[src/brlm_pkg.sv]
// Shared constants, types and controller codes for the RMS level meter.
package brlm_pkg;

    localparam int WINDOW     = 1024;
    localparam int SAMPLE_W   = 16;
    localparam int GAIN_W     = 4;
    localparam int LEVEL_W    = 8;
    localparam int CNT_W      = $clog2(WINDOW + 1);
    localparam int SQ_W       = 2 * SAMPLE_W;
    localparam int SUM_W      = CNT_W + SQ_W - 1;
    localparam int MEAN_W     = SQ_W;
    localparam int ROOT_W     = MEAN_W / 2;
    localparam int SREM_W     = ROOT_W + 2;
    localparam int PROD_W     = GAIN_W + ROOT_W;
    localparam int LVL_SHIFT  = 7;
    localparam int STEP_W     = $clog2(SUM_W);

    localparam logic [GAIN_W-1:0] GAIN_RESET = GAIN_W'(8);

    typedef enum logic [2:0] {
        ST_IDLE,
        ST_ACC,
        ST_DIV,
        ST_SQRT,
        ST_OUT
    } t_state;

    typedef struct packed {
        logic load;
        logic acc;
        logic div_step;
        logic sqrt_step;
        logic out_load;
    } t_cmd;

    typedef struct packed {
        logic close;
    } t_status;

endpackage

[src/brlm_if.sv]
// Valid/ready channel interfaces for samples in and levels out.
interface brlm_in_if;
    logic                                  valid;
    logic                                  ready;
    logic signed [brlm_pkg::SAMPLE_W-1:0]  sample;
    logic                                  end_of_data;

    modport source (output valid, output sample, output end_of_data, input ready);
    modport sink   (input valid, input sample, input end_of_data, output ready);
endinterface

interface brlm_out_if;
    logic                          valid;
    logic                          ready;
    logic [brlm_pkg::LEVEL_W-1:0]  level;

    modport source (output valid, output level, input ready);
    modport sink   (input valid, input level, output ready);
endinterface

[src/brlm_ctrl.sv]
// Controller state machine sequencing accumulation, division, square root and output.
module brlm_ctrl (
    input  logic              i_clk,
    input  logic              i_rst_n,
    input  logic              i_in_valid,
    output logic              o_in_ready,
    input  logic              i_out_ready,
    output logic              o_out_valid,
    input  brlm_pkg::t_status i_status,
    output brlm_pkg::t_cmd    o_cmd
);

    brlm_pkg::t_state                r_state, n_state;
    logic [brlm_pkg::STEP_W-1:0]     r_step, n_step;
    logic                            r_out_valid, n_out_valid;
    logic                            out_free;

    assign out_free    = !r_out_valid || i_out_ready;
    assign o_out_valid = r_out_valid;

    always_ff @(posedge i_clk) begin
        if (!i_rst_n) begin
            r_state     <= brlm_pkg::ST_IDLE;
            r_step      <= '0;
            r_out_valid <= 1'b0;
        end else begin
            r_state     <= n_state;
            r_step      <= n_step;
            r_out_valid <= n_out_valid;
        end
    end

    always_comb begin
        n_state    = r_state;
        n_step     = r_step;
        o_cmd      = '0;
        o_in_ready = 1'b0;
        case (r_state)
            brlm_pkg::ST_IDLE: begin
                o_in_ready = 1'b1;
                if (i_in_valid) begin
                    o_cmd.load = 1'b1;
                    n_state    = brlm_pkg::ST_ACC;
                end
            end
            brlm_pkg::ST_ACC: begin
                o_cmd.acc = 1'b1;
                n_step    = '0;
                if (i_status.close) begin
                    n_state = brlm_pkg::ST_DIV;
                end else begin
                    n_state = brlm_pkg::ST_IDLE;
                end
            end
            brlm_pkg::ST_DIV: begin
                o_cmd.div_step = 1'b1;
                if (r_step == brlm_pkg::STEP_W'(brlm_pkg::SUM_W - 1)) begin
                    n_step  = '0;
                    n_state = brlm_pkg::ST_SQRT;
                end else begin
                    n_step = r_step + 1'b1;
                end
            end
            brlm_pkg::ST_SQRT: begin
                o_cmd.sqrt_step = 1'b1;
                if (r_step == brlm_pkg::STEP_W'(brlm_pkg::ROOT_W - 1)) begin
                    n_step  = '0;
                    n_state = brlm_pkg::ST_OUT;
                end else begin
                    n_step = r_step + 1'b1;
                end
            end
            brlm_pkg::ST_OUT: begin
                if (out_free) begin
                    o_cmd.out_load = 1'b1;
                    n_state        = brlm_pkg::ST_IDLE;
                end
            end
            default: begin
                n_state = brlm_pkg::ST_IDLE;
            end
        endcase
    end

    always_comb begin
        n_out_valid = r_out_valid;
        if (o_cmd.out_load) begin
            n_out_valid = 1'b1;
        end else if (r_out_valid && i_out_ready) begin
            n_out_valid = 1'b0;
        end
    end

endmodule

[src/brlm_dp.sv]
// Datapath: squaring, window accumulation, serial divider, serial square root and level scaling.
module brlm_dp (
    input  logic                                 i_clk,
    input  logic                                 i_rst_n,
    input  logic                                 i_cfg_we,
    input  logic [brlm_pkg::GAIN_W-1:0]          i_cfg_wdata,
    input  logic signed [brlm_pkg::SAMPLE_W-1:0] i_sample,
    input  logic                                 i_end_of_data,
    input  brlm_pkg::t_cmd                       i_cmd,
    output brlm_pkg::t_status                    o_status,
    output logic [brlm_pkg::LEVEL_W-1:0]         o_level
);

    logic [brlm_pkg::GAIN_W-1:0]   r_gain;
    logic [brlm_pkg::SQ_W-1:0]     r_sq;
    logic                          r_last;
    logic [brlm_pkg::SUM_W-1:0]    r_sum;
    logic [brlm_pkg::CNT_W-1:0]    r_cnt;
    logic [brlm_pkg::SUM_W-1:0]    r_quo;
    logic [brlm_pkg::CNT_W-1:0]    r_dvs;
    logic [brlm_pkg::CNT_W-1:0]    r_drem;
    logic [brlm_pkg::SREM_W-1:0]   r_srem;
    logic [brlm_pkg::ROOT_W-1:0]   r_root;
    logic [brlm_pkg::LEVEL_W-1:0]  r_level;

    logic [brlm_pkg::SAMPLE_W-1:0] mag;
    logic [brlm_pkg::SUM_W-1:0]    sum_new;
    logic [brlm_pkg::CNT_W-1:0]    cnt_new;
    logic [brlm_pkg::CNT_W:0]      d_shift;
    logic [brlm_pkg::CNT_W:0]      d_diff;
    logic                          d_ge;
    logic [brlm_pkg::SREM_W+1:0]   s_shift;
    logic [brlm_pkg::SREM_W+1:0]   s_trial;
    logic [brlm_pkg::SREM_W+1:0]   s_diff;
    logic                          s_ge;
    logic [brlm_pkg::PROD_W-1:0]   prod;
    logic                          ovf;

    assign mag     = i_sample[brlm_pkg::SAMPLE_W-1] ? (~i_sample + 1'b1) : i_sample;
    assign sum_new = r_sum + brlm_pkg::SUM_W'(r_sq);
    assign cnt_new = r_cnt + 1'b1;
    assign o_status.close = r_last || (cnt_new >= brlm_pkg::CNT_W'(brlm_pkg::WINDOW));

    assign d_shift = {r_drem, r_quo[brlm_pkg::SUM_W-1]};
    assign d_ge    = d_shift >= {1'b0, r_dvs};
    assign d_diff  = d_shift - {1'b0, r_dvs};

    assign s_shift = {r_srem, r_quo[brlm_pkg::MEAN_W-1 -: 2]};
    assign s_trial = {2'b00, r_root, 2'b01};
    assign s_ge    = s_shift >= s_trial;
    assign s_diff  = s_shift - s_trial;

    assign prod = brlm_pkg::PROD_W'(r_gain) * brlm_pkg::PROD_W'(r_root);
    assign ovf  = |prod[brlm_pkg::PROD_W-1:brlm_pkg::LVL_SHIFT+brlm_pkg::LEVEL_W];

    assign o_level = r_level;

    always_ff @(posedge i_clk) begin
        if (!i_rst_n) begin
            r_gain <= brlm_pkg::GAIN_RESET;
            r_sum  <= '0;
            r_cnt  <= '0;
        end else begin
            if (i_cfg_we) begin
                r_gain <= i_cfg_wdata;
            end
            if (i_cmd.acc) begin
                if (o_status.close) begin
                    r_sum <= '0;
                    r_cnt <= '0;
                end else begin
                    r_sum <= sum_new;
                    r_cnt <= cnt_new;
                end
            end
        end
    end

    always_ff @(posedge i_clk) begin
        if (i_cmd.load) begin
            r_sq   <= brlm_pkg::SQ_W'(mag) * brlm_pkg::SQ_W'(mag);
            r_last <= i_end_of_data;
        end
        if (i_cmd.acc && o_status.close) begin
            r_quo  <= sum_new;
            r_dvs  <= cnt_new;
            r_drem <= '0;
            r_srem <= '0;
            r_root <= '0;
        end
        if (i_cmd.div_step) begin
            r_drem <= d_ge ? d_diff[brlm_pkg::CNT_W-1:0] : d_shift[brlm_pkg::CNT_W-1:0];
            r_quo  <= {r_quo[brlm_pkg::SUM_W-2:0], d_ge};
        end
        if (i_cmd.sqrt_step) begin
            r_srem <= s_ge ? s_diff[brlm_pkg::SREM_W-1:0] : s_shift[brlm_pkg::SREM_W-1:0];
            r_root <= {r_root[brlm_pkg::ROOT_W-2:0], s_ge};
            r_quo  <= {r_quo[brlm_pkg::SUM_W-3:0], 2'b00};
        end
        if (i_cmd.out_load) begin
            r_level <= ovf ? {brlm_pkg::LEVEL_W{1'b1}}
                           : prod[brlm_pkg::LVL_SHIFT +: brlm_pkg::LEVEL_W];
        end
    end

endmodule

[src/block_rms_level_meter_core.sv]
// Top level of the RMS level meter: controller, datapath and channel wiring.
//
//   Channel   Direction  Payload                 Transfer when
//   i_in      in         sample, end_of_data     valid && ready
//   o_out     out        level                   valid && ready
//   i_cfg     in         gain (i_cfg_wdata)      i_cfg_we
//
// A sample that leaves its window open is squared, then added to the window sum.
// A sample that closes a window then goes through the bit-serial divider and the
// bit-serial square root before its level is loaded; no new sample is taken meanwhile.
// Reset is synchronous; it sets the gain to 8 and clears the sum and the count.
// The level waits in an output register, and the block stalls only when a new level is
// ready while the previous one has not yet been taken.
module block_rms_level_meter_core (
    input  logic                          i_clk,
    input  logic                          i_rst_n,
    brlm_in_if.sink                       i_in,
    brlm_out_if.source                    o_out,
    input  logic                          i_cfg_we,
    input  logic [brlm_pkg::GAIN_W-1:0]   i_cfg_wdata
);

    brlm_pkg::t_cmd    cmd;
    brlm_pkg::t_status status;
    logic              in_ready;
    logic              out_valid;
    logic [brlm_pkg::LEVEL_W-1:0] level;

    brlm_ctrl u_ctrl (
        .i_clk       (i_clk),
        .i_rst_n     (i_rst_n),
        .i_in_valid  (i_in.valid),
        .o_in_ready  (in_ready),
        .i_out_ready (o_out.ready),
        .o_out_valid (out_valid),
        .i_status    (status),
        .o_cmd       (cmd)
    );

    brlm_dp u_dp (
        .i_clk         (i_clk),
        .i_rst_n       (i_rst_n),
        .i_cfg_we      (i_cfg_we),
        .i_cfg_wdata   (i_cfg_wdata),
        .i_sample      (i_in.sample),
        .i_end_of_data (i_in.end_of_data),
        .i_cmd         (cmd),
        .o_status      (status),
        .o_level       (level)
    );

    assign i_in.ready  = in_ready;
    assign o_out.valid = out_valid;
    assign o_out.level = level;

endmodule

[src/flat_wrapper.sv]
// flat-port wrapper written by rule: the top's interface ports become plain ports
module block_rms_level_meter_core_flat 
  (i_clk, i_rst_n, i_cfg_we, i_cfg_wdata, i_in_valid, i_in_sample, i_in_end_of_data, i_in_ready, o_out_valid, o_out_level, o_out_ready);
  brlm_in_if i_in_i ();
  brlm_out_if o_out_i ();
  input  logic i_clk;
  input  logic i_rst_n;
  input  logic i_cfg_we;
  input  logic [brlm_pkg::GAIN_W-1:0] i_cfg_wdata;
  input wire logic [$bits(i_in_i.valid)-1:0] i_in_valid;
  input wire logic [$bits(i_in_i.sample)-1:0] i_in_sample;
  input wire logic [$bits(i_in_i.end_of_data)-1:0] i_in_end_of_data;
  output wire logic [$bits(i_in_i.ready)-1:0] i_in_ready;
  output wire logic [$bits(o_out_i.valid)-1:0] o_out_valid;
  output wire logic [$bits(o_out_i.level)-1:0] o_out_level;
  input wire logic [$bits(o_out_i.ready)-1:0] o_out_ready;
  assign i_in_i.valid = i_in_valid;
  assign i_in_i.sample = i_in_sample;
  assign i_in_i.end_of_data = i_in_end_of_data;
  assign i_in_ready = i_in_i.ready;
  assign o_out_valid = o_out_i.valid;
  assign o_out_level = o_out_i.level;
  assign o_out_i.ready = o_out_ready;
  block_rms_level_meter_core u_core (.i_clk(i_clk), .i_rst_n(i_rst_n), .i_in(i_in_i), .o_out(o_out_i), .i_cfg_we(i_cfg_we), .i_cfg_wdata(i_cfg_wdata));
endmodule
[config.mk]
export PLATFORM = sky130hd
export DESIGN_NAME = block_rms_level_meter_core_flat
export DESIGN_NICKNAME = d
export VERILOG_FILES = /design/src/brlm_pkg.sv /design/src/brlm_if.sv /design/src/brlm_ctrl.sv /design/src/brlm_dp.sv /design/src/block_rms_level_meter_core.sv /design/src/flat_wrapper.sv
export SDC_FILE = /design/constraint.sdc
export NUM_CORES = 1
export LEC_CHECK = 0
export ABC_AREA = 1
export BUFFER_PORTS_ARGS = -buffer_cell sky130_fd_sc_hd__buf_2
export CAP_MARGIN = 40
export CORE_MARGIN = 2
export CORE_UTILIZATION = 40
export CTS_CLUSTER_DIAMETER = 30
export CTS_CLUSTER_SIZE = 16
export DETAILED_ROUTE_END_ITERATION = 16
export GPL_ROUTABILITY_DRIVEN = 0
export GPL_TIMING_DRIVEN = 0
export PLACE_DENSITY = 0.58
export SLEW_MARGIN = 10
export SYNTH_ARGS = -nofsm -noshare
export SYNTH_HDL_FRONTEND = slang
export SYNTH_SLANG_ARGS = --single-unit
[constraint.sdc]
create_clock -name i_clk -period 8.7 [get_ports i_clk]
set_input_delay 0.435 -clock i_clk [delete_from_list [all_inputs] [get_ports i_clk]]
set_output_delay 0.435 -clock i_clk [all_outputs]
set_load 0.005 [all_outputs]
==> results of run 1 <==
==> Yosys cell counts (12+ instances only) <==
| master | number | area, um^2 |
|---|---|---|
| inv_1 | 595 | 2230 |
| xnor2_1 | 29 | 254 |
| nand3_1 | 138 | 691 |
| nand2_1 | 807 | 3030 |
| o21ai_0 | 105 | 526 |
| clkbuf_1 | 37 | 139 |
| a21oi_1 | 192 | 961 |
| nand2_2 | 12 | 75.1 |
| nor2_1 | 292 | 1100 |
| dfxtp_1 | 69 | 1380 |
| ha_1 | 183 | 2290 |
| nor3_1 | 28 | 140 |
| xor2_1 | 57 | 499 |
| nand4_1 | 12 | 75.1 |
| fa_1 | 193 | 3860 |
| edfxtp_1 | 136 | 4080 |
==> report_power, final <==
part | total, W | switching (W) | internal [W]
Clock | 0.00163 | 0.000560 | 0.00107
Combinational | 0.00700 | 0.00452 | 0.00248
Sequential | 0.00190 | 0.000179 | 0.00172
==> sequential cells by signal, indices dropped and copies added (netlist names) <==
| name | cells |
|---|---|
| u_core.u_dp.r_root | 16 |
| u_core.u_dp.r_sum | 42 |
| u_core.u_dp.r_cnt | 11 |
| u_core.u_dp.r_quo | 42 |
| u_core.u_dp.o_level | 8 |
| u_core.u_ctrl.r_step | 6 |
| u_core.u_dp.r_sq | 31 |
| u_core.u_ctrl.o_out_valid | 1 |
| u_core.u_dp.r_last | 1 |
| u_core.u_dp.r_gain | 4 |
| u_core.u_dp.r_srem | 18 |
| u_core.u_dp.r_drem | 11 |
| u_core.u_ctrl.r_state | 3 |
| u_core.u_dp.r_dvs | 11 |
==> per-layer routing <==
metal  vias to the layer above  track usage, %  wire length, um
met5                         -               0                0
met4                         0            7.19             1770
met3                       105            1.81             1980
met2                       459            35.2            27100
met1                      9055            26.2            25800
li1                       9602               -                -
==> final timing paths <==
check	startpoint	endpoint	slack, ns
worst max register to register	u_core.u_dp.r_gain[2]	u_core.u_dp.o_level[7]	4.47
worst max-delay path	i_in_sample[0]	u_core.u_dp.r_sq[31]	0.89
worst min-delay path	i_in_end_of_data	u_core.u_dp.r_last	0.1
worst min register to register	u_core.u_dp.r_sum[22]	u_core.u_dp.r_sum[22]	0.47
==> stage by stage <==
stage / hold slack [ns] / utilization, % / cell area (um^2) / power, W / worst slack (ns)
floorplan: 0.448 / - / 22400 / 0.00712 / 1.93
global placement: 0.456 / 42.6 / 23500 / 0.00876 / 0.472
detailed placement: 0.459 / 42.7 / 23600 / 0.00886 / 0.380
CTS: 0.0726 / 45.4 / 25000 / 0.0106 / 0.935
global route: 0.0668 / 45.4 / 25000 / 0.0117 / 0.497
finish: 0.0968 / 45.4 / 25000 / 0.0105 / 0.893
==> cells by family after synthesis <==
logic type	Yosys count	synth area share [%]
flops	205	24.4
compound gates	353	8.52
buf+inv	671	11.7
fa+ha+maj	376	27.5
simple gates	1333	24.5
other cells	2	0.0336
xor+xnor	86	3.37
==> final cells by class <==
type / count / area (um^2)
multi-input cells: 2159 / 14300
clock inverters: 30 / 324
clock buffers: 52 / 1150
well taps: 748 / 936
inverters: 609 / 2290
repair buffers: 38 / 213
plain buffers: 62 / 324
flip-flops and latches: 205 / 5470
fillers: 5664 / 30200
==> worst max-delay path: cells and delay by family <==
family / cells / cell delay [ns]
and+or+nand+nor: 6 / 1.19
adders and majority gates: 8 / 3.76
AOI/OAI and AO/OA: 5 / 0.97
buffers and inverters: 10 / 1.71
==> impl_results.md, run 1 <==
* Status: completed
* GRT Overall Usage at 20.2%
* Area grow syn2layout at 11.9%
* Post-synth top flop: edfxtp_1
* I/O Buffers at 34
* Max cap viols at 0
* Die Width at 240 um
* DRC viols at 0
* Dpl cells at 3821
* Core outline area at 55200 um^2
* Worst-Margin Slew at 0.830 ns
* Antenna violations before repair at 0
* Ports at 36
* Final count of pins violating max slew at 0
* Layout cell share with drive strength beyond 1 at 5.99%
* Mapped Cells at 3026
* CP max FO at 11
* Yosys cell types at 55
* Yosys warning count at 0
* Synthesized area per cell at 7.39 um^2
* Fin crit share at 89.7%
* Vias per cell at 4.92
* Post-route ant nets at 0
* Initial DRT Pass Iterations at 8
* Post-CTS Hold Fix Bufs at 0
* # clock sinks at 205
* Vias in the first global route at 19400
* Diode count at 0
* Final Hold Viols at 0
* Worst hold path depth at 1
* Routed WL per cell at 14.5 um
* Register area share after synthesis at 24.4%
* Global-route wire length before repair at 94900 um
* Worst EP required at 8.97 ns
* CP peak stage delay at 0.55 ns
* Total grt overflow at 0
* Setup TNS at 0 ns
* Post-layout min period at 7.81 ns
* Worst clock skew at 0.0240 ns
* Clk slew on worst S/H paths at 0.04 ns
* Worst setup SP type: input port
* Critical path class: in -> reg
* Arrival @ worst endpoint at 8.07 ns
* RSZ-0062 raised after global routing: false
* Routed wire length at 56700 um
* Worst hold-check path type: in -> reg
* Final HPWL DP at 46600 um
* Die H at 240 um
* Lkg Pwr at 12.7 nW
* TritonCTS buffer count at 44
* Std cell rows at 86
* R2R depth at 17
* Root Driver: clkbuf_16
* Deepest clock path buffer count at 3
* Cts repair resizes at 0
* TritonCTS clock tree: done
* Most common cell after layout, fill and taps aside: nand2_1
* Largest net degree at the start of global routing at 35
* #FFs+latches synth at 205
* Clk_lat worst skew at 0.55 ns
* Max frequency at 128 MHz
* Nets at 3521
* Max VDD drop at 329 uV
* Detailed-route via count at 19200
* Pwr/cell area at 421 nW/um^2
* Post-synth EDFFs at 136
* Commonest non-fill, non-tap cells in the layout: nand2_1, inv_1, nor2_1, fa_1, a21oi_1
* Initial Utilization at 40.5%
* 1st-iter DRT viols at 1165
* Postcts setup bufs at 0
* CP endpoint kind: register
* CTS H-tree depth at 2
* Die area at 57800 um^2
* Finished Layout Cells at 3903
* Slew margin rel. at 44.2%
* Fraction of registers with async set/reset at 0%
* Critical-path top delay cell: fa_1
* Syn Std Cell Area at 22400 um^2
* Final setup viols at 0
Power figures use the tool's default switching activity.
==> run 2: changes to the inputs <==
- ABC_AREA: 1 -> default
==> run 2 against run 1 <==
Net effect:
- synthesized area shrank 7.3%
- final area is 6.7% lower
- largest power group unchanged
- sequential power fell by 14%
==> impl_results.md, run 2 <==
* Final count of pins violating max slew at 0 (unchanged)
* Critical path class: in -> reg
* Final HPWL DP at 39600 um (-15%)
* Area leader, netlist: edfxtp_1
* Most numerous cell in the Yosys netlist: inv_1
* Commonest non-fill, non-tap cells in the layout: inv_1, nand2_1, nor2_1, fa_1, ha_1
* Arrival @ worst endpoint at 8.59 ns (+0.52 ns)
* Initial DRT Pass Iterations at 5 (-3)
* Lkg Pwr at 10.6 nW (-17%)
* #FFs+latches synth at 205 (unchanged)
* Layout cell share with drive strength beyond 1 at 6.21% (+0.22 points)
* Seq pwr share at 15.4% (-2.7 points)
* Top cell type's share of synthesized area at 19.7% (+1.4 points)
* Routed WL per cell at 16.1 um (+10%)
* Worst hold-check path type: in -> reg
* Most common cell after layout, fill and taps aside: inv_1
* Synth top area cells: edfxtp_1, fa_1, ha_1
* Fin util at 45.5% (+0.18 points)
* Max cap viols at 0 (unchanged)
* Pwr/cell area at 454 nW/um^2 (+7.8%)
* Root Driver: clkbuf_16
* Deepest clock path buffer count at 3 (unchanged)
* Most frequent cells after synthesis: inv_1, nand2_1, nor2_1, fa_1, ha_1
* Mapped Cells at 2290 (-24%)
* Setup TNS at 0 ns (unchanged)
* Diode count at 0 (unchanged)
* DRC viols at 0 (unchanged)
* Die area at 53700 um^2 (-7.2%)
* CP max FO at 10 (-1)
* Status: completed
* Internal power at 0.00573 W (+8.6%)
* Slew margin rel. at 42.3% (-1.9 points)
* 1st-iter DRT viols at 790 (-32%)
* GRT Overall Usage at 19.0% (-1.3 points)
* TritonCTS buffer count at 39 (-11%)
* # clock sinks at 205 (unchanged)
* Area grow syn2layout at 12.6%
* Yosys warning count at 0 (unchanged)
* Worst EP required at 8.99 ns (+0.02 ns)
* Vias per cell at 5.24 (+6.4%)
* Clk slew on worst S/H paths at 0.05 ns (about the same)
* Max VDD drop at 538 uV (+63%)
* Worst setup SP type: input port
* Switching power at 0.00487 W (-7.3%)
* Largest regs: u_core.u_dp.r_quo: 42 flops, u_core.u_dp.r_sum: 42 flops, u_core.u_dp.r_sq: 31 flops
* Worst-Margin Slew at 0.855 ns (+0.0253 ns)
* Fin crit share at 95.4% (+5.6 points)
* I/O Buffers at 33 (-2.9%)
* CP endpoint kind: register
* Detailed-route via count at 16200 (-16%)
* Max frequency at 121 MHz (-5.9%)
* Post-synth top flop: edfxtp_1
* Worst clock skew at 0.0162 ns (-0.00777 ns)
* CTS H-tree depth at 2 (unchanged)
* Sw Ratio at 45.9% (-4.0 points)
* Synthesized area per cell at 9.06 um^2 (+23%)
* Nets at 2788 (-21%)
* Clk pwr share at 15.0% (-0.5 points)
* Die H at 232 um (-3.6%)
* Global-route wire length before repair at 83400 um (-12%)
* Core outline area at 51300 um^2 (-7.1%)
* Post-route ant nets at 0 (unchanged)
* Register area share after synthesis at 26.3% (+1.9 points)
* Initial Utilization at 40.4% (-0.091 points)
* Total grt overflow at 0 (unchanged)
* Routed wire length at 49700 um (-12%)
* TritonCTS clock tree: done
* RSZ-0062 raised after global routing: false
* Largest net degree at the start of global routing at 35 (unchanged)
* Antenna violations before repair at 0 (unchanged)
* Die Width at 232 um (-3.6%)
* Post-layout min period at 8.30 ns (+0.491 ns)
* Comb power frac at 69.6% (+3.2 points)
* Std cell rows at 83 (-3.5%)
* Vias in the first global route at 16600 (-14%)
* Yosys cell types at 76 (+38%)
* Fraction of registers with async set/reset at 0% (unchanged)
* Syn Std Cell Area at 20700 um^2 (-7.3%)
* Clk_lat worst skew at 0.54 ns (about the same)
* Final Hold Viols at 0 (unchanged)
* Final setup viols at 0 (unchanged)
* Ports at 36 (unchanged)
* Post-synth EDFFs at 136 (unchanged)
run 2: changes by cell type in the layout (fill, tap and decap cells not counted), moves of 32 or more:
cell	previous run	this run
nand3_1	138	57
and2_1	2	40
inv_1	595	319
a211oi_1	2	34
nand2_1	805	219
nor2_1	292	209
mux2i_1	0	50
a21oi_1	192	138
xnor2_1	29	61
run 2: power by group through the flow:
stage	clock [W]	sequential [W]	combinational, W
3_3_place_gp	0	0.00165	0.00722
3_5_place_dp	0	0.00165	0.00733
2_1_floorplan	0	0.00163	0.00583
4_1_cts	0.00163	0.00163	0.00740
6_report	0.00159	0.00163	0.00737
5_1_grt	0.00167	0.00165	0.00850
run 2: timing repair:
| item | 4_1_cts | 5_1_grt |
|---|---|---|
| endpoints found under the hold margin | 0 | 0 |
| endpoints found under the setup margin | 3 | 6 |
| setup buffers | 0 | 2 |
| hold buffers | 0 | 0 |
| resized for setup | 2 | 11 |
| pin swaps | 0 | 1 |
run 2: metal layers:
metal,GRT usage [%],wire length [um],up-vias
met5,0,0,-
met4,5.07,1050,0
met3,1.94,1910,65
met2,32.9,23600,315
met1,25.2,23100,7872
li1,-,-,7981
run 2: through the flow:
| step | instances | area, um^2 | power, W | setup slack (ns) | hold WS [ns] |
|---|---|---|---|---|---|
| 2_1_floorplan | 2299 | 20800 | 0.00746 | 0.586 | 0.429 |
| 3_3_place_gp | 3012 | 21800 | 0.00887 | -1.27 | 0.444 |
| 3_5_place_dp | 3023 | 21900 | 0.00898 | -0.754 | 0.459 |
| 4_1_cts | 3095 | 23300 | 0.0107 | 0.0274 | 0.104 |
| 5_1_grt | 3097 | 23400 | 0.0118 | 0.0101 | 0.106 |
| 6_report | 3097 | 23400 | 0.0106 | 0.403 | 0.121 |
run 2: area by class of cell:
type / instances / area [um^2]
well taps: 680 / 851
fillers: 4994 / 27900
flip-flops and latches: 205 / 5470
multi-input cells: 1690 / 13800
clock inverters: 24 / 317
repair buffers: 46 / 284
plain buffers: 77 / 294
clock buffers: 48 / 1080
inverters: 327 / 1230
run 2: cell families after synthesis:
group	synth area share, %
simple gates	15.4
compound gates	14.3
buf+inv	7.32
fa+ha+maj	29.7
flops	26.3
xor+xnor	4.39
mux	2.52
other cells	0.0362
run 2: worst paths after layout:
path / end / cells after the start / slack (ns) / start
max: u_core.u_dp.r_sq[24] / 25 / 0.40 / i_in_sample[2]
min reg2reg: u_core.u_dp.r_sum[29] / 2 / 0.46 / u_core.u_dp.r_sum[29]
min: u_core.u_dp.r_last / 1 / 0.12 / i_in_end_of_data
max reg2reg: u_core.u_dp.o_level[6] / 14 / 3.14 / u_core.u_dp.r_gain[3]
run 2: worst max-delay path: stages:
cell	delay, ns
buf_2	0.13
or4_4	0.55
or4b_4	0.52
or2_4	0.26
o41ai_4	0.39
xor2_4	0.43
inv_2	0.23
nand2_1	0.17
inv_1	0.06
fa_1	0.47
fa_1	0.52
fa_1	0.52
fa_1	0.53
fa_1	0.54
inv_1	0.05
fa_1	0.53
inv_1	0.04
ha_1	0.33
a21oi_1	0.23
a21boi_1	0.29
o21ai_0	0.21
o21bai_1	0.23
a21boi_0	0.18
or2_2	0.31
o311ai_0	0.39
